==> src/keyword_token_lexer_macros.svh <==
// ----------------------------------------------------------------------------
// Keyword token lexer assertion macros
// Shared concurrent assertion forms, clocked on clk and held off during reset.
// ----------------------------------------------------------------------------
`ifndef KEYWORD_TOKEN_LEXER_MACROS_SVH
`define KEYWORD_TOKEN_LEXER_MACROS_SVH

// Same-cycle implication
`define KLEX_ASSERT_IMPLIES(lbl, clk, rst_n, ante, cons, msg) \
	lbl: assert property (@(posedge clk) disable iff (!rst_n) (ante) |-> (cons)) \
		else $error(msg);

// Next-cycle implication
`define KLEX_ASSERT_NEXT(lbl, clk, rst_n, ante, cons, msg) \
	lbl: assert property (@(posedge clk) disable iff (!rst_n) (ante) |=> (cons)) \
		else $error(msg);

`endif

==> src/klex_pkg.sv <==
// ----------------------------------------------------------------------------
// Keyword token lexer package
// Byte classes, scan modes, token kinds, keyword table and shared types.
// ----------------------------------------------------------------------------
package klex_pkg;

	// Token kinds
	localparam logic [4:0] K_ILLEGAL = 5'd0;
	localparam logic [4:0] K_EOF     = 5'd1;
	localparam logic [4:0] K_IDENT   = 5'd2;
	localparam logic [4:0] K_INT     = 5'd3;
	localparam logic [4:0] K_ASSIGN  = 5'd4;
	localparam logic [4:0] K_PLUS    = 5'd5;
	localparam logic [4:0] K_MINUS   = 5'd6;
	localparam logic [4:0] K_BANG    = 5'd7;
	localparam logic [4:0] K_STAR    = 5'd8;
	localparam logic [4:0] K_SLASH   = 5'd9;
	localparam logic [4:0] K_LT      = 5'd10;
	localparam logic [4:0] K_GT      = 5'd11;
	localparam logic [4:0] K_EQ      = 5'd12;
	localparam logic [4:0] K_NOTEQ   = 5'd13;
	localparam logic [4:0] K_COMMA   = 5'd14;
	localparam logic [4:0] K_SEMI    = 5'd15;
	localparam logic [4:0] K_LPAREN  = 5'd16;
	localparam logic [4:0] K_RPAREN  = 5'd17;
	localparam logic [4:0] K_LBRACE  = 5'd18;
	localparam logic [4:0] K_RBRACE  = 5'd19;
	localparam logic [4:0] K_KW_BASE = 5'd20;

	// Byte classes, decided in the front end
	localparam logic [2:0] CLS_EOF    = 3'd0;
	localparam logic [2:0] CLS_SPACE  = 3'd1;
	localparam logic [2:0] CLS_EQ     = 3'd2;
	localparam logic [2:0] CLS_BANG   = 3'd3;
	localparam logic [2:0] CLS_LETTER = 3'd4;
	localparam logic [2:0] CLS_DIGIT  = 3'd5;
	localparam logic [2:0] CLS_SINGLE = 3'd6;

	// Scan modes of the back end
	localparam logic [2:0] MODE_IDLE   = 3'd0;
	localparam logic [2:0] MODE_IDENT  = 3'd1;
	localparam logic [2:0] MODE_NUMBER = 3'd2;
	localparam logic [2:0] MODE_EQ     = 3'd3;
	localparam logic [2:0] MODE_BANG   = 3'd4;

	localparam logic [15:0] LEN_MAX = 16'hFFFF;

	// Queue between front and back end
	localparam int QUEUE_DEPTH = 4;
	localparam int QPTR_BITS   = $clog2(QUEUE_DEPTH);
	localparam int QCNT_BITS   = $clog2(QUEUE_DEPTH + 1);

	// Keywords, packed first character highest, right aligned
	localparam int KW_COUNT = 7;
	localparam logic [63:0] KW_TEXT [KW_COUNT] = '{
		64'h666E,          // fn
		64'h6C6574,        // let
		64'h6966,          // if
		64'h656C7365,      // else
		64'h74727565,      // true
		64'h66616C7365,    // false
		64'h72657475726E   // return
	};
	localparam logic [15:0] KW_LEN [KW_COUNT] = '{
		16'd2, 16'd3, 16'd2, 16'd4, 16'd4, 16'd5, 16'd6
	};

	// One classified byte
	typedef struct packed {
		logic [2:0] cls;
		logic [7:0] text;
		logic [4:0] kind;
	} klex_item_t;

	// One token
	typedef struct packed {
		logic [4:0]  kind;
		logic [15:0] start;
		logic [15:0] length;
		logic        last;
	} klex_token_t;

	// Match a short identifier against the keyword table
	function automatic logic [4:0] kw_lookup(input logic [63:0] window,
						 input logic [15:0] len);
		logic [4:0] kind;
		kind = K_IDENT;
		for (int i = 0; i < KW_COUNT; i++) begin
			if (KW_LEN[i] == len && KW_TEXT[i] == window) begin
				kind = K_KW_BASE + 5'(i);
			end
		end
		return kind;
	endfunction

endpackage

==> src/klex_front.sv <==
// ----------------------------------------------------------------------------
// Keyword token lexer front end
// Accepts text bytes, classifies them and registers them towards the queue.
// ----------------------------------------------------------------------------
module klex_front import klex_pkg::*; (
	input  logic       clk,
	input  logic       arst_n,
	input  logic       text_valid,
	output logic       text_ready,
	input  logic [7:0] text_byte,
	output logic       push_valid,
	input  logic       push_ready,
	output klex_item_t push_item
);

	logic       valid_s1;
	klex_item_t item_s1;
	klex_item_t item_d;

	// Classify the incoming byte
	always_comb begin
		item_d.text = text_byte;
		item_d.kind = K_ILLEGAL;
		case (text_byte) inside
			8'h00: item_d.cls = CLS_EOF;
			8'h20, 8'h09, 8'h0A, 8'h0D: item_d.cls = CLS_SPACE;
			8'h3D: item_d.cls = CLS_EQ;
			8'h21: item_d.cls = CLS_BANG;
			[8'h61:8'h7A], [8'h41:8'h5A], 8'h5F: item_d.cls = CLS_LETTER;
			[8'h30:8'h39]: item_d.cls = CLS_DIGIT;
			default: item_d.cls = CLS_SINGLE;
		endcase
		case (text_byte)
			8'h2B: item_d.kind = K_PLUS;
			8'h2D: item_d.kind = K_MINUS;
			8'h2A: item_d.kind = K_STAR;
			8'h2F: item_d.kind = K_SLASH;
			8'h3C: item_d.kind = K_LT;
			8'h3E: item_d.kind = K_GT;
			8'h2C: item_d.kind = K_COMMA;
			8'h3B: item_d.kind = K_SEMI;
			8'h28: item_d.kind = K_LPAREN;
			8'h29: item_d.kind = K_RPAREN;
			8'h7B: item_d.kind = K_LBRACE;
			8'h7D: item_d.kind = K_RBRACE;
			default: item_d.kind = K_ILLEGAL;
		endcase
	end

	// Take a byte whenever the stage is empty or drains this cycle
	assign text_ready = !valid_s1 || push_ready;

	always_ff @(posedge clk or negedge arst_n) begin
		if (!arst_n) begin
			valid_s1 <= 1'b0;
		end else if (text_ready) begin
			valid_s1 <= text_valid;
		end
	end

	always_ff @(posedge clk) begin
		if (text_ready && text_valid) begin
			item_s1 <= item_d;
		end
	end

	assign push_valid = valid_s1;
	assign push_item  = item_s1;

endmodule

==> src/klex_queue.sv <==
// ----------------------------------------------------------------------------
// Keyword token lexer queue
// Short first-in first-out buffer of classified bytes between the two ends.
// ----------------------------------------------------------------------------
module klex_queue import klex_pkg::*; (
	input  logic       clk,
	input  logic       arst_n,
	input  logic       push_valid,
	output logic       push_ready,
	input  klex_item_t push_item,
	output logic       pop_valid,
	input  logic       pop_ready,
	output klex_item_t pop_item
);

	klex_item_t           slot_q [QUEUE_DEPTH];
	logic [QPTR_BITS-1:0] wr_ptr_q;
	logic [QPTR_BITS-1:0] rd_ptr_q;
	logic [QCNT_BITS-1:0] count_q;
	logic                 do_push;
	logic                 do_pop;

	assign push_ready = count_q != QCNT_BITS'(QUEUE_DEPTH);
	assign pop_valid  = count_q != '0;
	assign pop_item   = slot_q[rd_ptr_q];
	assign do_push    = push_valid && push_ready;
	assign do_pop     = pop_valid && pop_ready;

	// Advance pointers and occupancy
	always_ff @(posedge clk or negedge arst_n) begin
		if (!arst_n) begin
			wr_ptr_q <= '0;
			rd_ptr_q <= '0;
			count_q  <= '0;
		end else begin
			if (do_push) begin
				wr_ptr_q <= (wr_ptr_q == QPTR_BITS'(QUEUE_DEPTH - 1)) ? '0 : wr_ptr_q + 1'b1;
			end
			if (do_pop) begin
				rd_ptr_q <= (rd_ptr_q == QPTR_BITS'(QUEUE_DEPTH - 1)) ? '0 : rd_ptr_q + 1'b1;
			end
			if (do_push && !do_pop) begin
				count_q <= count_q + 1'b1;
			end else if (do_pop && !do_push) begin
				count_q <= count_q - 1'b1;
			end
		end
	end

	// Store the pushed item
	always_ff @(posedge clk) begin
		if (do_push) begin
			slot_q[wr_ptr_q] <= push_item;
		end
	end

endmodule

==> src/klex_back.sv <==
// ----------------------------------------------------------------------------
// Keyword token lexer back end
// Scans classified bytes, keeps the pending token and issues tokens.
// ----------------------------------------------------------------------------
module klex_back import klex_pkg::*; #(
	parameter int POSITION_BITS     = 16,
	parameter int KEYWORD_MAX_CHARS = 6
) (
	input  logic        clk,
	input  logic        arst_n,
	input  logic        pop_valid,
	output logic        pop_ready,
	input  klex_item_t  pop_item,
	output logic        token_valid,
	input  logic        token_ready,
	output klex_token_t token
);

	localparam int WIN_BITS = 8 * KEYWORD_MAX_CHARS;

	logic [2:0]               mode_q;
	logic [POSITION_BITS-1:0] pos_q;
	logic [15:0]              pstart_q;
	logic [15:0]              plen_q;
	logic [WIN_BITS-1:0]      kwin_q;
	logic                     phase_q;
	logic                     out_valid_q;
	klex_token_t              out_q;

	logic        is_ext;
	logic        is_pair;
	logic        has_flush;
	logic        has_tail;
	logic        two;
	logic        need_emit;
	logic        can_out;
	logic        step;
	logic        pop;
	logic        load;
	logic [31:0] pos_ext;
	logic [4:0]  ident_kind;
	klex_token_t first_tok;
	klex_token_t tail_tok;
	klex_token_t emit_tok;

	assign pos_ext = 32'(pos_q);

	// Decide what this byte does to the pending token
	always_comb begin
		is_ext = (mode_q == MODE_IDENT && pop_item.cls == CLS_LETTER)
			|| (mode_q == MODE_NUMBER && pop_item.cls == CLS_DIGIT);
		is_pair = (mode_q == MODE_EQ || mode_q == MODE_BANG) && pop_item.cls == CLS_EQ;
		has_flush = !is_ext && !is_pair && mode_q != MODE_IDLE;
		has_tail = !is_ext && !is_pair
			&& (pop_item.cls == CLS_EOF || pop_item.cls == CLS_SINGLE);
		two = has_flush && has_tail;
		need_emit = is_pair || has_flush || has_tail;
	end

	// Identifier kind from the keyword window
	always_comb begin
		if (plen_q > 16'(KEYWORD_MAX_CHARS)) begin
			ident_kind = K_IDENT;
		end else begin
			ident_kind = kw_lookup(64'(kwin_q), plen_q);
		end
	end

	// Build the candidate tokens
	always_comb begin
		tail_tok.start = pos_ext[15:0];
		tail_tok.last  = 1'b1;
		if (pop_item.cls == CLS_EOF) begin
			tail_tok.kind   = K_EOF;
			tail_tok.length = 16'd0;
		end else begin
			tail_tok.kind   = pop_item.kind;
			tail_tok.length = (pop_item.kind == K_ILLEGAL) ? 16'd0 : 16'd1;
		end

		first_tok = tail_tok;
		if (is_pair) begin
			first_tok.kind   = (mode_q == MODE_EQ) ? K_EQ : K_NOTEQ;
			first_tok.start  = pstart_q;
			first_tok.length = 16'd2;
			first_tok.last   = 1'b1;
		end else if (has_flush) begin
			first_tok.start = pstart_q;
			first_tok.last  = !has_tail;
			case (mode_q)
				MODE_IDENT: begin
					first_tok.kind   = ident_kind;
					first_tok.length = plen_q;
				end
				MODE_NUMBER: begin
					first_tok.kind   = K_INT;
					first_tok.length = plen_q;
				end
				MODE_EQ: begin
					first_tok.kind   = K_ASSIGN;
					first_tok.length = 16'd1;
				end
				default: begin
					first_tok.kind   = K_BANG;
					first_tok.length = 16'd1;
				end
			endcase
		end

		emit_tok = phase_q ? tail_tok : first_tok;
	end

	// Step when the output slot can take what this byte gives
	assign can_out   = !out_valid_q || token_ready;
	assign step      = pop_valid && (!need_emit || can_out);
	assign pop       = step && !(two && !phase_q);
	assign load      = step && need_emit;
	assign pop_ready = pop;

	// Scan state, updated once the byte is done
	always_ff @(posedge clk or negedge arst_n) begin
		if (!arst_n) begin
			mode_q   <= MODE_IDLE;
			pos_q    <= '0;
			pstart_q <= '0;
			plen_q   <= '0;
			kwin_q   <= '0;
			phase_q  <= 1'b0;
		end else begin
			if (pop) begin
				phase_q <= 1'b0;
			end else if (step) begin
				phase_q <= 1'b1;
			end
			if (pop) begin
				pos_q <= pos_q + 1'b1;
				if (is_ext) begin
					if (plen_q < 16'(KEYWORD_MAX_CHARS)) begin
						kwin_q <= {kwin_q[WIN_BITS-9:0], pop_item.text};
					end
					if (plen_q != LEN_MAX) begin
						plen_q <= plen_q + 1'b1;
					end
				end else begin
					pstart_q <= '0;
					plen_q   <= '0;
					kwin_q   <= '0;
					mode_q   <= MODE_IDLE;
					if (!is_pair) begin
						case (pop_item.cls)
							CLS_EOF: pos_q <= '0;
							CLS_EQ: mode_q <= MODE_EQ;
							CLS_BANG: mode_q <= MODE_BANG;
							CLS_LETTER: mode_q <= MODE_IDENT;
							CLS_DIGIT: mode_q <= MODE_NUMBER;
							default: mode_q <= MODE_IDLE;
						endcase
						if (pop_item.cls == CLS_EQ || pop_item.cls == CLS_BANG
							|| pop_item.cls == CLS_LETTER || pop_item.cls == CLS_DIGIT) begin
							pstart_q <= pos_ext[15:0];
							plen_q   <= 16'd1;
							kwin_q   <= WIN_BITS'(pop_item.text);
						end
					end
				end
			end
		end
	end

	// Output register
	always_ff @(posedge clk or negedge arst_n) begin
		if (!arst_n) begin
			out_valid_q <= 1'b0;
		end else if (can_out) begin
			out_valid_q <= load;
		end
	end

	always_ff @(posedge clk) begin
		if (load) begin
			out_q <= emit_tok;
		end
	end

	assign token_valid = out_valid_q;
	assign token       = out_q;

endmodule

==> src/keyword_token_lexer.sv <==
// ----------------------------------------------------------------------------
// Keyword token lexer
// Streaming lexer: text bytes in, tokens with kind, start and length out.
// ----------------------------------------------------------------------------
// The lexer takes one text byte per cycle and gives tokens one per cycle
// while neither side stalls. A byte that ends a pending token and is itself
// an operator, an unknown byte or the end of text gives two tokens and holds
// the scanner while they leave in turn through its single output register.
// A byte passes a classifying register and a four-entry queue before the
// scanner, whose output register then presents its tokens; the queue lets
// input keep flowing while the token side stalls briefly. Identifiers and
// integers are held until the byte that ends them, and '=' or '!' until the
// next byte. The byte 0 flushes any pending token, gives an end token and
// restarts offsets at zero.
`include "keyword_token_lexer_macros.svh"

module keyword_token_lexer import klex_pkg::*; #(
	parameter int POSITION_BITS     = 16,
	parameter int KEYWORD_MAX_CHARS = 6
) (
	input  logic        clk,
	input  logic        arst_n,
	input  logic        text_valid,
	output logic        text_ready,
	input  logic [7:0]  text_byte,
	output logic        token_valid,
	input  logic        token_ready,
	output logic [4:0]  token_kind,
	output logic [15:0] token_start,
	output logic [15:0] token_length,
	output logic        last_of_run
);

	logic        push_valid;
	logic        push_ready;
	klex_item_t  push_item;
	logic        pop_valid;
	logic        pop_ready;
	klex_item_t  pop_item;
	klex_token_t token;

	// Classify incoming bytes
	klex_front u_front (
		.clk        (clk),
		.arst_n     (arst_n),
		.text_valid (text_valid),
		.text_ready (text_ready),
		.text_byte  (text_byte),
		.push_valid (push_valid),
		.push_ready (push_ready),
		.push_item  (push_item)
	);

	// Buffer classified bytes
	klex_queue u_queue (
		.clk        (clk),
		.arst_n     (arst_n),
		.push_valid (push_valid),
		.push_ready (push_ready),
		.push_item  (push_item),
		.pop_valid  (pop_valid),
		.pop_ready  (pop_ready),
		.pop_item   (pop_item)
	);

	// Scan and issue tokens
	klex_back #(
		.POSITION_BITS     (POSITION_BITS),
		.KEYWORD_MAX_CHARS (KEYWORD_MAX_CHARS)
	) u_back (
		.clk         (clk),
		.arst_n      (arst_n),
		.pop_valid   (pop_valid),
		.pop_ready   (pop_ready),
		.pop_item    (pop_item),
		.token_valid (token_valid),
		.token_ready (token_ready),
		.token       (token)
	);

	assign token_kind   = token.kind;
	assign token_start  = token.start;
	assign token_length = token.length;
	assign last_of_run  = token.last;

	// An end token closes the run and has no length
	`KLEX_ASSERT_IMPLIES(a_eof_shape, clk, arst_n, token_valid && token_kind == K_EOF, token_length == 16'd0 && last_of_run, "end token malformed")

	// Two-character operators always span two bytes and end the run
	`KLEX_ASSERT_IMPLIES(a_pair_shape, clk, arst_n, token_valid && (token_kind == K_EQ || token_kind == K_NOTEQ), token_length == 16'd2 && last_of_run, "paired operator malformed")

	// A token that is not the last of its byte is always followed by another
	`KLEX_ASSERT_NEXT(a_run_closes, clk, arst_n, token_valid && token_ready && !last_of_run, token_valid, "token run left open")

endmodule

==> config.mk <==
export PLATFORM = sky130hd
export DESIGN_NAME = keyword_token_lexer
export DESIGN_NICKNAME = d
export VERILOG_FILES = /design/src/klex_pkg.sv /design/src/klex_front.sv /design/src/klex_queue.sv /design/src/klex_back.sv /design/src/keyword_token_lexer.sv
export VERILOG_INCLUDE_DIRS = /design/src /design/src/src
export SDC_FILE = /design/constraint.sdc
export NUM_CORES = 1
export LEC_CHECK = 0
export ABC_CLOCK_PERIOD_IN_PS = 5700
export BUFFER_PORTS_ARGS = -buffer_cell sky130_fd_sc_hd__buf_4
export CAP_MARGIN = 20
export CORE_UTILIZATION = 61
export CTS_CLUSTER_DIAMETER = 50
export DETAILED_ROUTE_END_ITERATION = 8
export PLACE_DENSITY = 0.79
export SETUP_SLACK_MARGIN = 0.1
export SLEW_MARGIN = 20
export SYNTH_ARGS = -nofsm -noshare
export SYNTH_HDL_FRONTEND = slang
export SYNTH_SLANG_ARGS = --single-unit
==> constraint.sdc <==
create_clock -name clk -period 5.7 [get_ports clk]
set_input_delay 0.285 -clock clk [delete_from_list [all_inputs] [get_ports clk]]
set_output_delay 0.285 -clock clk [all_outputs]
set_load 0.01 [all_outputs]
* Word-level counts from Yosys, hierarchy flattened
Memory sizes are Yosys's and may differ from the RTL's.
Cells that the tools add are included.
** Operators by class
- Magnitude comparators :: 8
- Reductions and logical operators :: 63
- Multiply operators :: 0
- Add/subtract/negate cells :: 6
- Bitwise operators :: 2
- Muxes and demuxes :: 46
- Equal/unequal tests :: 46
- Divide/modulo/power cells :: 0
- Shifts and indexed selects :: 0
** Operators by type and width (count)
- $mux 16 :: 10
- $mux 48 :: 3
- $mux 38 :: 3
- $eq 8x6->1 const B :: 13
- $eq 15x48->1 const A :: 2
- $eq 31x48->1 const A :: 2
- $pmux 5 s12 :: 1
- $eq 23x48->1 const A :: 1
- $eq 3x16->1 const A :: 3
- $eq 39x48->1 const A :: 1
- $eq 47x48->1 const A :: 1
- $mux 5 :: 9
- $add 16x1->16 const B :: 2
- $eq 2x16->1 const A :: 2
- $logic_and 1x1->1 :: 26
- $eq 8x4->1 const B :: 3
- $eq 8x7->1 const B :: 3
- $ge 8x7->1 const B :: 2
- $gt 16x3->1 const B :: 1
- $le 8x7->1 const B :: 2
- $lt 16x3->1 const B :: 1
- $ne 16x16->1 const B :: 1
- $pmux 5 s3 :: 1
- $eq 3x2->1 const B :: 4
- 29 further kinds :: 74
** Storage, ports and cells
- Input bits :: 12
- Latch bits :: 0
- Memory bits (read-only) :: 0
- Memories kept :: 1
- Register bits :: 163
- Word-level logic and storage cells :: 192
- Bits in writable memories :: 64
** Memories
- u_queue.slot_q :: depth 4, width 16, read ports 1, clocked after Yosys merged registers in 0, write ports 1, line klex_queue.sv:16 : klex_item_t slot_q [QUEUE_DEPTH];

* Longest topological paths before layout
An unclocked memory read counts as a cell.
- Depth after elaboration :: 17
- Depth in mapped cells :: 15
- Depth with buffers taken out :: 12

* Hierarchy
Synthesis repeated with hierarchy kept, for this count alone.
** Second synthesis, totals
- Cell total of the unflattened synthesis :: 824
- Area, all modules :: 10336.2 um^2
** By module, submodules not included
- klex_back :: cells each 618, seq. area each 3668.5 um^2, instances 1, area an instance 6621.4 um^2
- klex_queue :: cells each 121, seq. area each 2097.0 um^2, instances 1, area an instance 2802.7 um^2
- klex_front :: cells each 85, seq. area each 505.5 um^2, instances 1, area an instance 912.1 um^2

* Worst setup path after synthesis
No wires, ideal clock.
- Kind :: register -> register
- From :: reg u_queue.rd_ptr_q[0]
- To :: reg u_back.out_q, in the netlist u_back.token[0] (enable)
- Slack :: 969 ps
- Buffers on the path :: 0
- Stages on the path, launching flop included :: 6
- Arrival time :: 4249 ps
- Cells stage by stage :: dfrtp_1 -> mux4_2 -> and2b_1 -> a21oi_2 -> nand2_1 -> nor3_1
** On the way
- Word-level cells in the longest chain between the ends :: 13
** RTL lines
- from (decl) :: line klex_queue.sv:18 : logic [QPTR_BITS-1:0] rd_ptr_q;
- from (signal assigned) :: line klex_queue.sv:40 : rd_ptr_q <= (rd_ptr_q == QPTR_BITS'(QUEUE_DEPTH - 1)) ? '0 : rd_ptr_q + 1'b1;
- $mem_v2 4x16 (*)
- $eq 3x3->1, on equally long branches :: line klex_back.sv:50, klex_back.sv:51
- $logic_and 1x1->1, on equally long branches :: line klex_back.sv:50, klex_back.sv:51
- $logic_or 1x1->1 :: line klex_back.sv:51 : || (mode_q == MODE_NUMBER && pop_item.cls == CLS_DIGIT);
- $logic_not 1->1 :: line klex_back.sv:53, klex_back.sv:54
- $logic_and 1x1->1 :: line klex_back.sv:53, klex_back.sv:54
- $logic_and 1x1->1 :: line klex_back.sv:53 : has_flush = !is_ext && !is_pair && mode_q != MODE_IDLE;
- $logic_or 1x1->1 :: line klex_back.sv:57 : need_emit = is_pair || has_flush || has_tail;
- $logic_or 1x1->1 (*) :: line klex_back.sv:57
- $logic_not 1->1 :: line klex_back.sv:115 : assign step = pop_valid && (!need_emit || can_out);
- $logic_or 1x1->1 :: line klex_back.sv:115
- $logic_and 1x1->1 :: line klex_back.sv:115
- $logic_and 1x1->1 (*) :: line klex_back.sv:117 : assign load = step && need_emit;
- net u_back.load :: line klex_back.sv:39 : logic load;
- to (signal assigned) :: line klex_back.sv:181 : out_q <= emit_tok;
- to (decl) :: line klex_back.sv:28 : klex_token_t out_q;
The timed path passes the listed nets; every way through them passes the cells marked *.
A chain may end at the register's enable or synchronous reset.

* Worst setup path in the final report
- From :: reg u_queue.rd_ptr_q[0]
- To :: reg u_queue.count_q[2]
** On the way
- Word-level cells in the longest chain between the ends :: 17
** RTL lines
- $mem_v2 4x16 (*)
- $eq 3x3->1, on equally long branches :: line klex_back.sv:50, klex_back.sv:51
- $logic_and 1x1->1, on equally long branches :: line klex_back.sv:50, klex_back.sv:51
- $logic_or 1x1->1 :: line klex_back.sv:51
- $logic_not 1->1 :: line klex_back.sv:53, klex_back.sv:54
- $logic_and 1x1->1 :: line klex_back.sv:53, klex_back.sv:54
- $logic_and 1x1->1 :: line klex_back.sv:53
- $logic_or 1x1->1 (2 in a row) :: line klex_back.sv:57
- $logic_not 1->1 :: line klex_back.sv:115
- $logic_or 1x1->1 :: line klex_back.sv:115
- $logic_and 1x1->1 :: line klex_back.sv:115
- $logic_and 1x1->1 (*) :: line klex_back.sv:116 : assign pop = step && !(two && !phase_q);
- $logic_and 1x1->1 (*) :: line klex_queue.sv:27 : assign do_pop = pop_valid && pop_ready;
- $logic_not 1->1 :: line klex_queue.sv:42 : if (do_push && !do_pop) begin
- $logic_and 1x1->1 :: line klex_queue.sv:42
- $mux 3 or $reduce_bool 2->1 (tied branches)
- to (signal assigned) :: line klex_queue.sv:43 : count_q <= count_q + 1'b1;
- to (signal assigned) :: line klex_queue.sv:45 : count_q <= count_q - 1'b1;
- to (decl) :: line klex_queue.sv:19 : logic [QCNT_BITS-1:0] count_q;
Every way passes the cells marked *; elsewhere a longest branch is shown, timed or not.

==> impl_metrics.json <==
{
  "cts_resized": 0,
  "drtIter0Drc": 735,
  "cap_viol_max_count": 0,
  "slew_violations": 0,
  "ff2ff_setup_slack_ns": 1.37,
  "syn-instance-count": 857,
  "cts.htree.levels": 1,
  "wl_mm": 20.8,
  "cp_num_cells": 13,
  "grt_pass1_vias": 6950,
  "cts-root-buf": "clkbuf_16",
  "hold_depth": 1,
  "startpoint_type": "flip-flop",
  "cts_tree": "yes",
  "drc": 0,
  "hold_class": "in -> reg",
  "crit_buf_inv": 3,
  "antenna-diode-count": 0,
  "syn-num-nets": 881,
  "worst_slack_ns": 1.37,
  "finalNonFillerCells": 1140,
  "rsz0062_at_grt": "false",
  "period_minus_slack_ns": 4.33,
  "crit-reg2reg-capture": "u_queue.count_q[2]",
  "ys_ff_latch": 227,
  "synth.avg_cell_area_um2": 12.0,
  "clkSinkCount": 227,
  "worst_pin_slew_ns": 0.989,
  "cp_slowest_cell": "dfrtp_1",
  "min_to": "u_front.push_item[11]",
  "gp_congestion": 0.920,
  "grt_antenna_before_repair": 0,
  "worstPathMaxFanout": 32,
  "gr-total-overflow": 0,
  "dieArea_um2": 17400,
  "criticalPathCategory": "reg -> reg",
  "synth_edf_count": 118,
  "slew_headroom_pct": 33.9,
  "post_dp_cell_area_um2": 10800,
  "die_h_um": 132,
  "cp.arrival_ns": 4.77,
  "yosysWarnings": 0,
  "synth_area_um2": 10300,
  "core_um2": 16500,
  "dp.final_hpwl_mm": 14.0,
  "cts_buffers": 25,
  "grt_max_degree": 72,
  "area_growth_pct": 13.7,
  "cp_common_cell": "xor2_1",
  "r2r-start": "u_queue.rd_ptr_q[0]",
  "p_leak_nw": 4.60,
  "grt_usage_pct": 24.6,
  "final_area_um2": 11700,
  "p_per_area_nw_per_um2": 523,
  "reg2reg_depth": 13,
  "avgRoutedWirePerCell_um": 18.2,
  "setup_violations": 0,
  "preCtsSetupSlack_ns": 1.36,
  "synthFlopType": "edfxtp_1",
  "grt_pass1_wl_mm": 34.8,
  "dpl.cell_count": 1091,
  "via_count": 7230,
  "path_clk_slew_ns": 0.06,
  "nNetsFinal": 926,
  "start_util_pct": 62.3,
  "clock_path_buffers": 3,
  "vias_per_cell": 6.34,
  "endpoint_kind": "flip-flop",
  "clk_latency_ns": 0.51,
  "setup-tns-final_ns": 0,
  "cp_slowest_stage_delay_ns": 0.66,
  "ios": 52,
  "outcome": "completed",
  "fin_crit_sh_pct": 76.0,
  "synth.distinct_cells": 72,
  "io_buffers": 51,
  "critPathTopFamily": "buffers and inverters",
  "die_width_um": 132,
  "ir_drop_mv": 0.391,
  "antenna_left": 0,
  "hold_path.startpoint": "text_byte[6]",
  "fmax_mhz": 231,
  "fin_skew_ns": 0.00870,
  "cp.required_ns": 6.14,
  "hold_viol": 0,
  "std_cell_rows": 47,
  "async_flop_share_pct": 48.0,
  "post_cts.repair.setup_buffers": 0,
  "drive_gt1_share_pct": 15.3,
  "path_cells": "buf_4, mux4_2, nor2b_1, o21ai_1, a31oi_4, and2_1, inv_2, ha_1, inv_1, fa_1, xor2_1, nor2_1, xor2_1",
  "firstDrtPassIters": 5,
  "yosysSeqAreaShare_pct": 60.9
}
==> kinds of logic after synthesis <==
group / synth area share (%)
simple gates: 15.5
fa+ha+maj: 1.53
buf+inv: 2.56
xor+xnor: 0.511
flops: 60.9
compound gates: 13.1
mux: 5.87
==> state kept, by name, indices dropped and copies added (netlist names) <==
signal              flops
u_queue.wr_ptr_q        2
u_back.token           38
u_back.phase_q          1
u_back.kwin_q          48
u_back.pstart_q        16
u_front.push_valid      1
u_queue.slot_q         64
u_front.push_item      16
u_back.plen_q          16
u_back.pos_q           16
u_queue.count_q         3
u_back.mode_q           3
u_queue.rd_ptr_q        2
u_back.token_valid      1
==> report_power, final <==
part | internal (mW) | total (mW) | switching [mW]
clock | 1.01 | 1.63 | 0.614
combinational | 0.734 | 2.06 | 1.33
sequential | 2.21 | 2.43 | 0.223
==> synth_stat cells, types with 4 or more instances <==
| library cell | count | area, um^2 |
|---|---|---|
| a21oi_1 | 26 | 130 |
| a22o_1 | 41 | 359 |
| a22oi_1 | 4 | 30.0 |
| a31oi_1 | 9 | 56.3 |
| and2_1 | 18 | 113 |
| and3_1 | 12 | 75.1 |
| and4_1 | 4 | 35.0 |
| buf_1 | 4 | 15.0 |
| buf_2 | 15 | 75.1 |
| clkbuf_1 | 23 | 86.3 |
| dfrtp_1 | 109 | 2730 |
| edfxtp_1 | 118 | 3540 |
| ha_1 | 11 | 138 |
| inv_1 | 19 | 71.3 |
| mux2_2 | 19 | 214 |
| mux4_2 | 16 | 360 |
| nand2_1 | 102 | 383 |
| nand2b_1 | 17 | 106 |
| nand3_1 | 23 | 115 |
| nand3b_1 | 7 | 52.6 |
| nand4_1 | 9 | 56.3 |
| nand4b_1 | 5 | 43.8 |
| nor2_1 | 44 | 165 |
| nor3_1 | 21 | 105 |
| nor4_1 | 19 | 119 |
| nor4b_1 | 4 | 35.0 |
| o21ai_0 | 67 | 335 |
| o21ai_1 | 7 | 35.0 |
| o31ai_1 | 12 | 90.1 |
| or3_1 | 5 | 31.3 |
| or4_1 | 5 | 37.5 |
| xnor2_1 | 4 | 35.0 |
==> routing by layer <==
metal	up-vias	global-route usage (%)	wire length (um)	part of all wire (%)
met5	-	0	0	0
met4	0	8.46	526	2.5
met3	49	3.34	1050	5.0
met2	286	40.8	10200	49
met1	3555	33.7	9040	43
li1	3340	-	-	-
==> worst reg2reg max path, delay by kind of cell, from the launching register on <==
| family | cells | cell delay (ns) |
|---|---|---|
| buffers and inverters | 3 | 0.88 |
| AO/OA/AOI/OAI | 2 | 0.46 |
| multiplexers | 1 | 0.63 |
| flip-flops | 1 | 0.66 |
| adder cells (fa/ha/maj) | 2 | 0.66 |
| XOR/XNOR | 2 | 0.32 |
| AND/OR/NAND/NOR | 3 | 0.66 |
==> per-stage QoR <==
| stage | total power [mW] | utilization [%] | hold WS (ns) |
|---|---|---|---|
| after floorplan | 3.88 | - | -0.0106 |
| final | 6.12 | 70.8 | 0.0255 |
| after global routing | 6.46 | 70.8 | 0.00844 |
| after global placement | 4.40 | 65.5 | 0.265 |
| after CTS | 6.14 | 70.8 | 0.000973 |
| after detailed placement | 4.51 | 65.5 | 0.277 |
==> layout make-up <==
| type | count | area, um^2 |
|---|---|---|
| inverters | 20 | 75.1 |
| clock buffers | 31 | 669 |
| multi-input cells | 566 | 3770 |
| fillers | 1126 | 4820 |
| repair buffers | 62 | 475 |
| flip-flops and latches | 227 | 6270 |
| clock inverters | 14 | 171 |
| well taps | 220 | 275 |
==> timing repair <==
| item | 4_1_cts | 5_1_grt |
|---|---|---|
| hold buffers | 4 | 0 |
| setup endpoints to repair | 0 | 0 |
| endpoints found under the hold margin | 41 | 0 |
==> placed cells by master (no fill, tap or decap), types with 9 or more instances in the layout <==
cell type,n
nand2_1,102
and2_1,18
nor2_1,44
a31oi_1,9
clkbuf_16,26
mux4_2,16
nand3_1,22
ha_1,11
buf_4,58
o21ai_0,67
nor3_1,20
a21oi_1,26
inv_1,19
nor4_1,19
o31ai_1,12
nand4_1,9
a22o_1,41
and3_1,12
dfrtp_1,109
nand2b_1,17
mux2_2,19
edfxtp_1,118
==> how the worst max path moves through the flow <==
stage	start	end	slack, ns
after CTS	u_queue.rd_ptr_q[0]	u_queue.count_q[2]	1.33
after floorplan	u_queue.rd_ptr_q[0]	u_back.token[0]	0.97
after global routing	u_queue.rd_ptr_q[0]	u_queue.count_q[2]	0.97
final	u_queue.rd_ptr_q[0]	u_queue.count_q[2]	1.37
after detailed placement	u_queue.rd_ptr_q[0]	u_queue.count_q[2]	1.36
after global placement	u_queue.rd_ptr_q[0]	u_queue.count_q[2]	1.55
No activity file was read; power rests on OpenSTA's default activity.
